--- src/rtl/lfu_pkg.sv ---
// Shared types and constants for the LFU cache block.
// Used by lfu_entry_store and lfu_cache_lookup_insert; depends on nothing.
`default_nettype none

package lfu_pkg;

    // Default sizing of the cache.
    localparam int DEF_ENTRIES    = 16;
    localparam int DEF_KEY_BITS   = 32;
    localparam int DEF_VALUE_BITS = 32;

    // Fixed field widths.
    localparam int COUNT_W   = 32;  // saturating use counter
    localparam int CAP_W     = 5;   // capacity register
    localparam int OUT_W     = 32;  // read_value and evicted_key ports
    localparam int PADDR_W   = 3;
    localparam int PDATA_W   = 32;

    localparam logic [CAP_W-1:0] CAP_RESET = CAP_W'(16);

    // Register index, taken from the word address paddr[PADDR_W-1:2].
    localparam logic [PADDR_W-3:0] REG_CAPACITY = '0;

    // Operation codes.
    localparam logic MODE_GET = 1'b0;
    localparam logic MODE_PUT = 1'b1;

    // Per-array write enables of the entry store.
    typedef struct packed {
        logic key;
        logic val;
        logic cnt;
        logic rank;
    } lfu_wr_en_t;

endpackage

`default_nettype wire

--- src/rtl/lfu_cache_lookup_insert.sv ---
// Top level of the fully associative LFU cache with LRU tie breaking.
// Holds the sequencer, the shared compare unit and the APB register; uses lfu_pkg
// and instantiates lfu_entry_store.
`default_nettype none

// Each transfer on the op channel is a get (mode 0) or a put (mode 1) of a key, and
// each one produces exactly one transfer on the res channel. The entries live in one
// storage block with a single read port, so a sequencer walks the n entries in use
// one per cycle: a search pass that finds the matching key and the eviction victim
// (lowest use count, least recently used among equals), then, for hits and inserts,
// a second pass that ages the recency ranks, followed by one write of the touched
// entry. The number n of entries in use is at most ENTRIES; op_ready is high only
// between items. A finished result sits in the output register until taken, and the
// next op transfer is accepted meanwhile. Entries in use always occupy the lowest
// indices, so a fill count marks them and no clearing pass is needed after reset.
// The capacity register (byte address 0) may only be written while the block is
// idle; values above ENTRIES act as ENTRIES, and zero makes every put a no-op.
// Lowering capacity below the fill level drops nothing: a later put of a new key
// replaces one entry.
module lfu_cache_lookup_insert
    import lfu_pkg::*;
#(
    parameter int ENTRIES    = DEF_ENTRIES,
    parameter int KEY_BITS   = DEF_KEY_BITS,
    parameter int VALUE_BITS = DEF_VALUE_BITS
)
(
    input  wire logic                  clk,
    input  wire logic                  rst_n,
    // configuration port
    input  wire logic                  psel,
    input  wire logic                  penable,
    input  wire logic                  pwrite,
    input  wire logic [PADDR_W-1:0]    paddr,
    input  wire logic [PDATA_W-1:0]    pwdata,
    output logic      [PDATA_W-1:0]    prdata,
    output logic                       pready,
    // operation channel
    input  wire logic                  op_valid,
    output logic                       op_ready,
    input  wire logic                  mode,
    input  wire logic [KEY_BITS-1:0]   key,
    input  wire logic [VALUE_BITS-1:0] value,
    // result channel
    output logic                       res_valid,
    input  wire logic                  res_ready,
    output logic                       found,
    output logic      [OUT_W-1:0]      read_value,
    output logic                       evicted,
    output logic      [OUT_W-1:0]      evicted_key
);

    localparam int IDX_W = (ENTRIES > 1) ? $clog2(ENTRIES) : 1;
    localparam int CNT_W = $clog2(ENTRIES + 1);
    localparam logic [CNT_W-1:0] ENTRIES_CNT = CNT_W'(ENTRIES);

    typedef enum logic [2:0] {
        S_IDLE,
        S_SCAN,
        S_DECIDE,
        S_RANK,
        S_WRITE,
        S_DONE
    } state_t;

    state_t state_reg;

    // Configuration and fill level.
    logic [CAP_W-1:0]      capacity_reg;
    logic [CNT_W-1:0]      used_reg;
    logic [CNT_W-1:0]      eff_cap;

    // Current item.
    logic                  mode_reg;
    logic [KEY_BITS-1:0]   key_reg;
    logic [VALUE_BITS-1:0] val_reg;
    logic [CNT_W-1:0]      n_reg;
    logic [CNT_W-1:0]      step_reg;

    // Search results.
    logic                  hit_reg;
    logic [IDX_W-1:0]      hit_idx_reg;
    logic [COUNT_W-1:0]    hit_cnt_reg;
    logic [IDX_W-1:0]      hit_rank_reg;
    logic [VALUE_BITS-1:0] hit_val_reg;
    logic                  vic_vld_reg;
    logic [IDX_W-1:0]      vic_idx_reg;
    logic [COUNT_W-1:0]    vic_cnt_reg;
    logic [IDX_W-1:0]      vic_rank_reg;
    logic [KEY_BITS-1:0]   vic_key_reg;

    // Update plan.
    logic [IDX_W-1:0]      target_reg;
    logic [CNT_W-1:0]      pivot_reg;
    logic [COUNT_W-1:0]    new_cnt_reg;
    logic                  new_key_reg;
    logic                  write_val_reg;

    // Pending result and output register.
    logic                  res_found_reg;
    logic [OUT_W-1:0]      res_read_reg;
    logic                  res_evicted_reg;
    logic [OUT_W-1:0]      res_evkey_reg;
    logic                  out_valid_reg;
    logic                  out_found_reg;
    logic [OUT_W-1:0]      out_read_reg;
    logic                  out_evicted_reg;
    logic [OUT_W-1:0]      out_evkey_reg;

    // Storage interface.
    logic [IDX_W-1:0]      rd_addr;
    logic [KEY_BITS-1:0]   rd_key;
    logic [VALUE_BITS-1:0] rd_val;
    logic [COUNT_W-1:0]    rd_cnt;
    logic [IDX_W-1:0]      rd_rank;
    logic [IDX_W-1:0]      wr_addr;
    lfu_wr_en_t            wr_en;
    logic [IDX_W-1:0]      wr_rank;

    // Shared compare unit, fed by the entry read in the previous cycle.
    logic [IDX_W-1:0]      proc_idx;
    logic                  proc_vld;
    logic                  key_match;
    logic                  vic_better;
    logic                  rank_older;
    logic [COUNT_W-1:0]    hit_cnt_inc;
    logic                  evict_now;
    logic                  cfg_write;

    lfu_entry_store #(
        .ENTRIES    (ENTRIES),
        .KEY_BITS   (KEY_BITS),
        .VALUE_BITS (VALUE_BITS)
    ) u_store (
        .clk     (clk),
        .rd_addr (rd_addr),
        .rd_key  (rd_key),
        .rd_val  (rd_val),
        .rd_cnt  (rd_cnt),
        .rd_rank (rd_rank),
        .wr_addr (wr_addr),
        .wr_en   (wr_en),
        .wr_key  (key_reg),
        .wr_val  (val_reg),
        .wr_cnt  (new_cnt_reg),
        .wr_rank (wr_rank)
    );

    assign eff_cap = (32'(capacity_reg) > 32'(ENTRIES)) ? ENTRIES_CNT
                                                        : CNT_W'(capacity_reg);

    // Both passes issue the read of entry step and process entry step - 1.
    assign proc_idx = IDX_W'(step_reg - CNT_W'(1));
    assign proc_vld = (step_reg != '0);
    assign rd_addr  = (step_reg < n_reg) ? step_reg[IDX_W-1:0] : '0;

    assign key_match  = (rd_key == key_reg);
    assign vic_better = !vic_vld_reg || (rd_cnt < vic_cnt_reg) ||
                        ((rd_cnt == vic_cnt_reg) && (rd_rank > vic_rank_reg));
    assign rank_older = (proc_idx != target_reg) && (CNT_W'(rd_rank) < pivot_reg);

    assign hit_cnt_inc = (hit_cnt_reg == '1) ? hit_cnt_reg : hit_cnt_reg + COUNT_W'(1);

    // A put of a new key into a cache at or above its nonzero capacity replaces the victim.
    assign evict_now = (mode_reg == MODE_PUT) && (eff_cap != '0) && !hit_reg &&
                       (n_reg >= eff_cap);

    // Storage writes: aging ranks, then the touched entry's count, rank, new key/value.
    always_comb
    begin
        wr_en   = '0;
        wr_addr = target_reg;
        wr_rank = '0;
        unique case (state_reg)
            S_RANK:
            begin
                if (proc_vld && rank_older)
                begin
                    wr_en.rank = 1'b1;
                    wr_addr    = proc_idx;
                    wr_rank    = rd_rank + IDX_W'(1);
                end
            end
            S_WRITE:
            begin
                wr_en.key  = new_key_reg;
                wr_en.val  = write_val_reg;
                wr_en.cnt  = 1'b1;
                wr_en.rank = 1'b1;
            end
            default:
            begin
            end
        endcase
    end

    // Configuration port.
    assign pready    = 1'b1;
    assign cfg_write = psel && penable && pwrite;
    assign prdata    = (paddr[PADDR_W-1:2] == REG_CAPACITY) ? PDATA_W'(capacity_reg) : '0;

    always_ff @(posedge clk or negedge rst_n)
    begin
        if (!rst_n)
        begin
            state_reg       <= S_IDLE;
            capacity_reg    <= CAP_RESET;
            used_reg        <= '0;
            mode_reg        <= MODE_GET;
            key_reg         <= '0;
            val_reg         <= '0;
            n_reg           <= '0;
            step_reg        <= '0;
            hit_reg         <= 1'b0;
            hit_idx_reg     <= '0;
            hit_cnt_reg     <= '0;
            hit_rank_reg    <= '0;
            hit_val_reg     <= '0;
            vic_vld_reg     <= 1'b0;
            vic_idx_reg     <= '0;
            vic_cnt_reg     <= '0;
            vic_rank_reg    <= '0;
            vic_key_reg     <= '0;
            target_reg      <= '0;
            pivot_reg       <= '0;
            new_cnt_reg     <= '0;
            new_key_reg     <= 1'b0;
            write_val_reg   <= 1'b0;
            res_found_reg   <= 1'b0;
            res_read_reg    <= '0;
            res_evicted_reg <= 1'b0;
            res_evkey_reg   <= '0;
            out_valid_reg   <= 1'b0;
            out_found_reg   <= 1'b0;
            out_read_reg    <= '0;
            out_evicted_reg <= 1'b0;
            out_evkey_reg   <= '0;
        end
        else
        begin
            if (cfg_write && (paddr[PADDR_W-1:2] == REG_CAPACITY))
            begin
                capacity_reg <= pwdata[CAP_W-1:0];
            end

            // A result taken while a new one is loaded is handled in S_DONE.
            if (out_valid_reg && res_ready && (state_reg != S_DONE))
            begin
                out_valid_reg <= 1'b0;
            end

            unique case (state_reg)
                S_IDLE:
                begin
                    if (op_valid)
                    begin
                        mode_reg    <= mode;
                        key_reg     <= key;
                        val_reg     <= value;
                        n_reg       <= used_reg;
                        step_reg    <= '0;
                        hit_reg     <= 1'b0;
                        vic_vld_reg <= 1'b0;
                        state_reg   <= S_SCAN;
                    end
                end

                S_SCAN:
                begin
                    if (proc_vld)
                    begin
                        // Keys are unique among entries in use, so one match at most.
                        if (key_match)
                        begin
                            hit_reg      <= 1'b1;
                            hit_idx_reg  <= proc_idx;
                            hit_cnt_reg  <= rd_cnt;
                            hit_rank_reg <= rd_rank;
                            hit_val_reg  <= rd_val;
                        end
                        if (vic_better)
                        begin
                            vic_vld_reg  <= 1'b1;
                            vic_idx_reg  <= proc_idx;
                            vic_cnt_reg  <= rd_cnt;
                            vic_rank_reg <= rd_rank;
                            vic_key_reg  <= rd_key;
                        end
                    end
                    step_reg <= step_reg + CNT_W'(1);
                    if (step_reg == n_reg)
                    begin
                        state_reg <= S_DECIDE;
                    end
                end

                S_DECIDE:
                begin
                    res_found_reg   <= hit_reg;
                    res_read_reg    <= ((mode_reg == MODE_GET) && hit_reg)
                                       ? OUT_W'(hit_val_reg) : '0;
                    res_evicted_reg <= evict_now;
                    res_evkey_reg   <= evict_now ? OUT_W'(vic_key_reg) : '0;
                    step_reg        <= '0;
                    if (mode_reg == MODE_GET)
                    begin
                        if (hit_reg)
                        begin
                            target_reg    <= hit_idx_reg;
                            pivot_reg     <= CNT_W'(hit_rank_reg);
                            new_cnt_reg   <= hit_cnt_inc;
                            new_key_reg   <= 1'b0;
                            write_val_reg <= 1'b0;
                            state_reg     <= S_RANK;
                        end
                        else
                        begin
                            state_reg <= S_DONE;
                        end
                    end
                    else if (eff_cap == '0)
                    begin
                        state_reg <= S_DONE;
                    end
                    else if (hit_reg)
                    begin
                        target_reg    <= hit_idx_reg;
                        pivot_reg     <= CNT_W'(hit_rank_reg);
                        new_cnt_reg   <= hit_cnt_inc;
                        new_key_reg   <= 1'b0;
                        write_val_reg <= 1'b1;
                        state_reg     <= S_RANK;
                    end
                    else if (n_reg >= eff_cap)
                    begin
                        // Removing the victim and inserting at the front ages exactly
                        // the entries that were newer than the victim.
                        target_reg    <= vic_idx_reg;
                        pivot_reg     <= CNT_W'(vic_rank_reg);
                        new_cnt_reg   <= COUNT_W'(1);
                        new_key_reg   <= 1'b1;
                        write_val_reg <= 1'b1;
                        state_reg     <= S_RANK;
                    end
                    else
                    begin
                        // Fill the first free slot; every entry in use ages by one.
                        target_reg    <= n_reg[IDX_W-1:0];
                        pivot_reg     <= n_reg;
                        new_cnt_reg   <= COUNT_W'(1);
                        new_key_reg   <= 1'b1;
                        write_val_reg <= 1'b1;
                        used_reg      <= used_reg + CNT_W'(1);
                        state_reg     <= S_RANK;
                    end
                end

                S_RANK:
                begin
                    step_reg <= step_reg + CNT_W'(1);
                    if (step_reg == n_reg)
                    begin
                        state_reg <= S_WRITE;
                    end
                end

                S_WRITE:
                begin
                    state_reg <= S_DONE;
                end

                S_DONE:
                begin
                    if (!out_valid_reg || res_ready)
                    begin
                        out_valid_reg   <= 1'b1;
                        out_found_reg   <= res_found_reg;
                        out_read_reg    <= res_read_reg;
                        out_evicted_reg <= res_evicted_reg;
                        out_evkey_reg   <= res_evkey_reg;
                        state_reg       <= S_IDLE;
                    end
                    else
                    begin
                        out_valid_reg <= 1'b1;
                    end
                end

                default:
                begin
                    state_reg <= S_IDLE;
                end
            endcase
        end
    end

    assign op_ready    = (state_reg == S_IDLE);
    assign res_valid   = out_valid_reg;
    assign found       = out_found_reg;
    assign read_value  = out_read_reg;
    assign evicted     = out_evicted_reg;
    assign evicted_key = out_evkey_reg;

    // The fill level never exceeds the number of entries.
    a_used_bounded: assert property (@(posedge clk) disable iff (!rst_n)
        used_reg <= ENTRIES_CNT)
        else $error("fill level exceeds entry count");

    // An accepted operation keeps the block busy in the next cycle.
    a_busy_after_accept: assert property (@(posedge clk) disable iff (!rst_n)
        (op_valid && op_ready) |=> !op_ready)
        else $error("operation channel ready right after a transfer");

    // Eviction only happens on a put miss.
    a_evict_on_miss: assert property (@(posedge clk) disable iff (!rst_n)
        res_valid |-> !(evicted && found))
        else $error("eviction reported together with a hit");

    // A nonzero read value only comes from a get hit.
    a_value_on_hit: assert property (@(posedge clk) disable iff (!rst_n)
        (res_valid && (read_value != '0)) |-> (found && !evicted))
        else $error("read value reported without a hit");

endmodule

`default_nettype wire

--- src/rtl/lfu_entry_store.sv ---
// Entry storage of the LFU cache: key, value, use count and recency rank arrays.
// One shared write address and one read address with registered read data; uses lfu_pkg.
`default_nettype none

module lfu_entry_store
    import lfu_pkg::*;
#(
    parameter int ENTRIES    = DEF_ENTRIES,
    parameter int KEY_BITS   = DEF_KEY_BITS,
    parameter int VALUE_BITS = DEF_VALUE_BITS
)
(
    input  wire logic                                   clk,
    input  wire logic [(ENTRIES > 1 ? $clog2(ENTRIES) : 1)-1:0] rd_addr,
    output logic      [KEY_BITS-1:0]                    rd_key,
    output logic      [VALUE_BITS-1:0]                  rd_val,
    output logic      [COUNT_W-1:0]                     rd_cnt,
    output logic      [(ENTRIES > 1 ? $clog2(ENTRIES) : 1)-1:0] rd_rank,
    input  wire logic [(ENTRIES > 1 ? $clog2(ENTRIES) : 1)-1:0] wr_addr,
    input  wire lfu_wr_en_t                             wr_en,
    input  wire logic [KEY_BITS-1:0]                    wr_key,
    input  wire logic [VALUE_BITS-1:0]                  wr_val,
    input  wire logic [COUNT_W-1:0]                     wr_cnt,
    input  wire logic [(ENTRIES > 1 ? $clog2(ENTRIES) : 1)-1:0] wr_rank
);

    localparam int IDX_W = (ENTRIES > 1) ? $clog2(ENTRIES) : 1;

    logic [KEY_BITS-1:0]   key_mem  [ENTRIES];
    logic [VALUE_BITS-1:0] val_mem  [ENTRIES];
    logic [COUNT_W-1:0]    cnt_mem  [ENTRIES];
    logic [IDX_W-1:0]      rank_mem [ENTRIES];

    logic [KEY_BITS-1:0]   rd_key_reg;
    logic [VALUE_BITS-1:0] rd_val_reg;
    logic [COUNT_W-1:0]    rd_cnt_reg;
    logic [IDX_W-1:0]      rd_rank_reg;

    always_ff @(posedge clk)
    begin
        if (wr_en.key)
        begin
            key_mem[wr_addr] <= wr_key;
        end
        if (wr_en.val)
        begin
            val_mem[wr_addr] <= wr_val;
        end
        if (wr_en.cnt)
        begin
            cnt_mem[wr_addr] <= wr_cnt;
        end
        if (wr_en.rank)
        begin
            rank_mem[wr_addr] <= wr_rank;
        end
    end

    // The read data is registered; the controller only uses data of written entries.
    always_ff @(posedge clk)
    begin
        rd_key_reg  <= key_mem[rd_addr];
        rd_val_reg  <= val_mem[rd_addr];
        rd_cnt_reg  <= cnt_mem[rd_addr];
        rd_rank_reg <= rank_mem[rd_addr];
    end

    assign rd_key  = rd_key_reg;
    assign rd_val  = rd_val_reg;
    assign rd_cnt  = rd_cnt_reg;
    assign rd_rank = rd_rank_reg;

endmodule

`default_nettype wire
--- config.mk ---
export PLATFORM = sky130hd
export DESIGN_NAME = lfu_cache_lookup_insert
export DESIGN_NICKNAME = d
export VERILOG_FILES = /design/src/rtl/lfu_pkg.sv /design/src/rtl/lfu_cache_lookup_insert.sv /design/src/rtl/lfu_entry_store.sv
export SDC_FILE = /design/constraint.sdc
export NUM_CORES = 2
export LEC_CHECK = 0
export BUFFER_PORTS_ARGS = -buffer_cell sky130_fd_sc_hd__buf_2
export CAP_MARGIN = 20
export CORE_UTILIZATION = 59
export CTS_BUF_LIST = sky130_fd_sc_hd__clkbuf_16
export CTS_CLUSTER_DIAMETER = 50
export DETAILED_ROUTE_END_ITERATION = 8
export PLACE_DENSITY = 0.83
export SETUP_SLACK_MARGIN = 0.1
export SYNTH_ARGS = -nofsm -noshare
export SYNTH_HDL_FRONTEND = slang
export SYNTH_SLANG_ARGS = --single-unit
--- constraint.sdc ---
create_clock -name clk -period 13.1 [get_ports clk]
set_clock_uncertainty 0.15 [all_clocks]
set_input_delay 0.655 -clock clk [delete_from_list [all_inputs] [get_ports clk]]
set_output_delay 0.655 -clock clk [all_outputs]
set_load 0.005 [all_outputs]
==> impl_metrics.toml <==
[power_and_ir_drop]
switchingPower_mw = 8.107
peakVddDrop_uv = 247.8
pwr-share-comb = 0.328
p_int_mw = 14.14
pwr-share-seq = 0.410
swShare = 0.3643
p_per_area_mw_per_mm2 = 235.1
power_frac_clock = 0.262
leakagePower_nw = 32.82

[finish]
area_delta_synth_final_pct = 12.09
fin_area_sq_mm = 0.09464
reg.largest.list = "u_store.cnt_mem (512), u_store.key_mem (512), u_store.val_mem (512)"
post_layout_nonfiller_instances = 7953
final_nets = 6042
diodes = 0
post-route-util = 0.6676
drive_gt1_frac = 0.1900

[clock_tree]
path_clk_slew_ns = 0.06
clkLatencyLatePin_ns = 0.86
numCtsBuffers = 204
cts_sinks = 2110
htree_levels = 4
clockBufferDepth = 3
cts_setup_buffers = 0
cts_root_buf = "clkbuf_16"
cts_tree = "yes"

[synth]
synth_ff_type = "edfxtp_1"
yosys_warnings = 0
yosysTopAreaCell = "edfxtp_1"
yosysMostFrequentCell = "edfxtp_1"
postSynthCellCount = 5732
synth_area_sq_mm = 0.08443
netlist.area_leader.share = 0.5690
ys_seq_area_frac = 0.7143
synth_area_per_cell_sq_um = 14.73
synth_edf_count = 1600
yosys_register_bits = 2110
synth_area_leaders = "edfxtp_1, dfrtp_1, mux2_2"
synthArstFlopShare = 0.1943
yosys-top-cells-count = "edfxtp_1, nand2_1, mux2_2"
synth_cell_types = 70

[placed_design]
dp_hpwl_um = 110100
placed_area_sq_mm = 0.08704
dp_cells = 7488
port_buffers = 150
gp_congestion = 0.8658

[detailed_routing]
wl_per_cell_um = 27.28
first_iter_violations = 7285
dr.pass1.iters = 9
route.detailed.drc = 2
route.vias.total = 53220
ant_nets = 0
wirelength_um = 217000
viasPerCell = 6.691

[critical_path]
end_kind = "flip-flop"
crit_chain = "inv_4 > buf_4 > ha_1 > nor2b_1 > o21ba_2 > nor2_4 > and3_4 > buf_4 > a311oi_1 > o22a_1"
cp_slowest_stage_delay_ns = 0.97
slowest_stage = "buf_4"
worstPathArrival_ns = 6.67
cp_num_buf_inv = 3
cp.required_ns = 13.65
critPathTopFamily = "buffers and inverters"
cp-start-kind = "flip-flop"
critPathKind = "reg2reg"
path_max_fanout = 61
cpMostUsedCell = "buf_4"

[timing]
slew_viol_final = 0
rsz0062_at_grt = "no"
fmax_mhz = 163.4
fin_crit_ns = 6.118
tns_ns = 0
worst_pin_slew_ns = 1.160
slew_headroom = 0.2268
finalCritPeriodShare = 0.4671
hold_viol = 0
setup_viol = 0

[floorplanning]
die_w_um = 380.3
initial_core_util = 0.5956
core_sq_mm = 0.1418
ios = 208
rows = 138
die_h_um = 380.3
die_area_sq_mm = 0.1446

[flow_run]
drv_cap = 0

[grt]
grt_max_degree = 172
grt_overflow_total = 0
grt_pass1_wl_um = 323000
grtUsageTotal = 0.2954
grt_pass1_vias = 53610
antenna_found_initial = 4

[status]
status = "finished, violations left"
failed_checks = "design-rule violations"

[worst_hold_path]
hold_path_class = "in2reg"
## worst paths after layout
check | from | end | slack (ns) | cells past startpoint
setup / recovery | step_reg[0]$_DFFE_PN0P_ | u_store.rd_val[28]$_DFF_P_ | 6.98 | 10
hold reg to reg | u_store.rd_val[12]$_DFF_P_ | hit_val_reg[12]$_DFFE_PN0P_ | 0.31 | 1
hold / removal | key[31] | key_reg[31]$_DFFE_PN0P_ | 0.06 | 3
setup reg to reg | step_reg[0]$_DFFE_PN0P_ | u_store.rd_val[28]$_DFF_P_ | 6.98 | 10
min in group asynchronous | rst_n | new_cnt_reg[26]$_DFFE_PN0P_ | 0.28 | 2
max in group asynchronous | rst_n | res_evkey_reg[15]$_DFFE_PN0P_ | 10.08 | 4
## placed cells by master, fill, tap and decap left out, types with 48 or more instances in the layout
master / instances
mux2_4: 68
nor2_1: 163
a311oi_1: 198
ha_1: 54
nor3_2: 48
dfxtp_1: 100
nand2_1: 646
o22a_1: 101
mux2i_1: 106
clkinv_1: 48
mux2_2: 444
dfrtp_1: 406
a222oi_1: 99
dlygate4sd3_1: 66
buf_4: 104
buf_2: 149
inv_1: 107
a211oi_1: 207
edfxtp_1: 1600
a21oi_1: 426
o21ai_0: 282
clkbuf_16: 207
## tightest hold or removal path: cells and delay by family
family / cells / cell delay (ns)
buf+inv: 1 / 0.17
simple gates: 2 / 0.17
## timing repair
| action | in CTS | in global routing |
|---|---|---|
| gates resized for setup | 0 | 0 |
| hold buffers | 66 | 0 |
| hold endpoints to repair | 156 | 0 |
## power groups by stage
stage / Clock [mW] / Combinational (mW) / Sequential [mW]
2_1_floorplan: 0 / 5.08 / 8.78
3_3_place_gp: 0 / 6.67 / 9.16
3_5_place_dp: 0 / 6.92 / 9.22
4_1_cts: 5.85 / 7.06 / 9.09
5_1_grt: 6.11 / 7.70 / 9.20
6_report: 5.83 / 7.29 / 9.13
## cell type report
class                           instances  area [sq um]
Fill cell                            8851         47120
Clock inverter                        182          1589
Clock buffer                          207          5180
Timing Repair Buffer                  330          2411
Inverter                               58         220.2
Tap cell                             1890          2365
Multi-Input combinational cell       3176         22560
Sequential cell                      2110         60320
## routing by layer
metal,global-route usage,routed length (um)
met5,0,7
met4,0.1375,9252
met3,0.06954,26410
met2,0.4642,102300
met1,0.3923,79060
## cells by family after synthesis
logic type	after synthesis	synth area share
AO/OA/AOI/OAI	1395	0.1114
XOR/XNOR	76	0.008047
adder cells (fa/ha/maj)	55	0.008150
buffers and inverters	472	0.02427
flip-flops	2110	0.7143
multiplexers	622	0.08435
other	2	0.00008895
AND/OR/NAND/NOR	1000	0.04945
## metrics by stage
step / power [mW] / setup slack [ns] / hold slack [ns]
after floorplan: 13.86 / 7.130 / 0.2094
after global routing: 23.01 / 7.033 / 0.04214
after detailed placement: 16.14 / 7.298 / 0.2959
after CTS: 22.00 / 7.215 / 0.006902
after global placement: 15.83 / 7.292 / 0.2927
final: 22.25 / 6.982 / 0.05899
No activity file was read; power rests on OpenSTA's default activity.
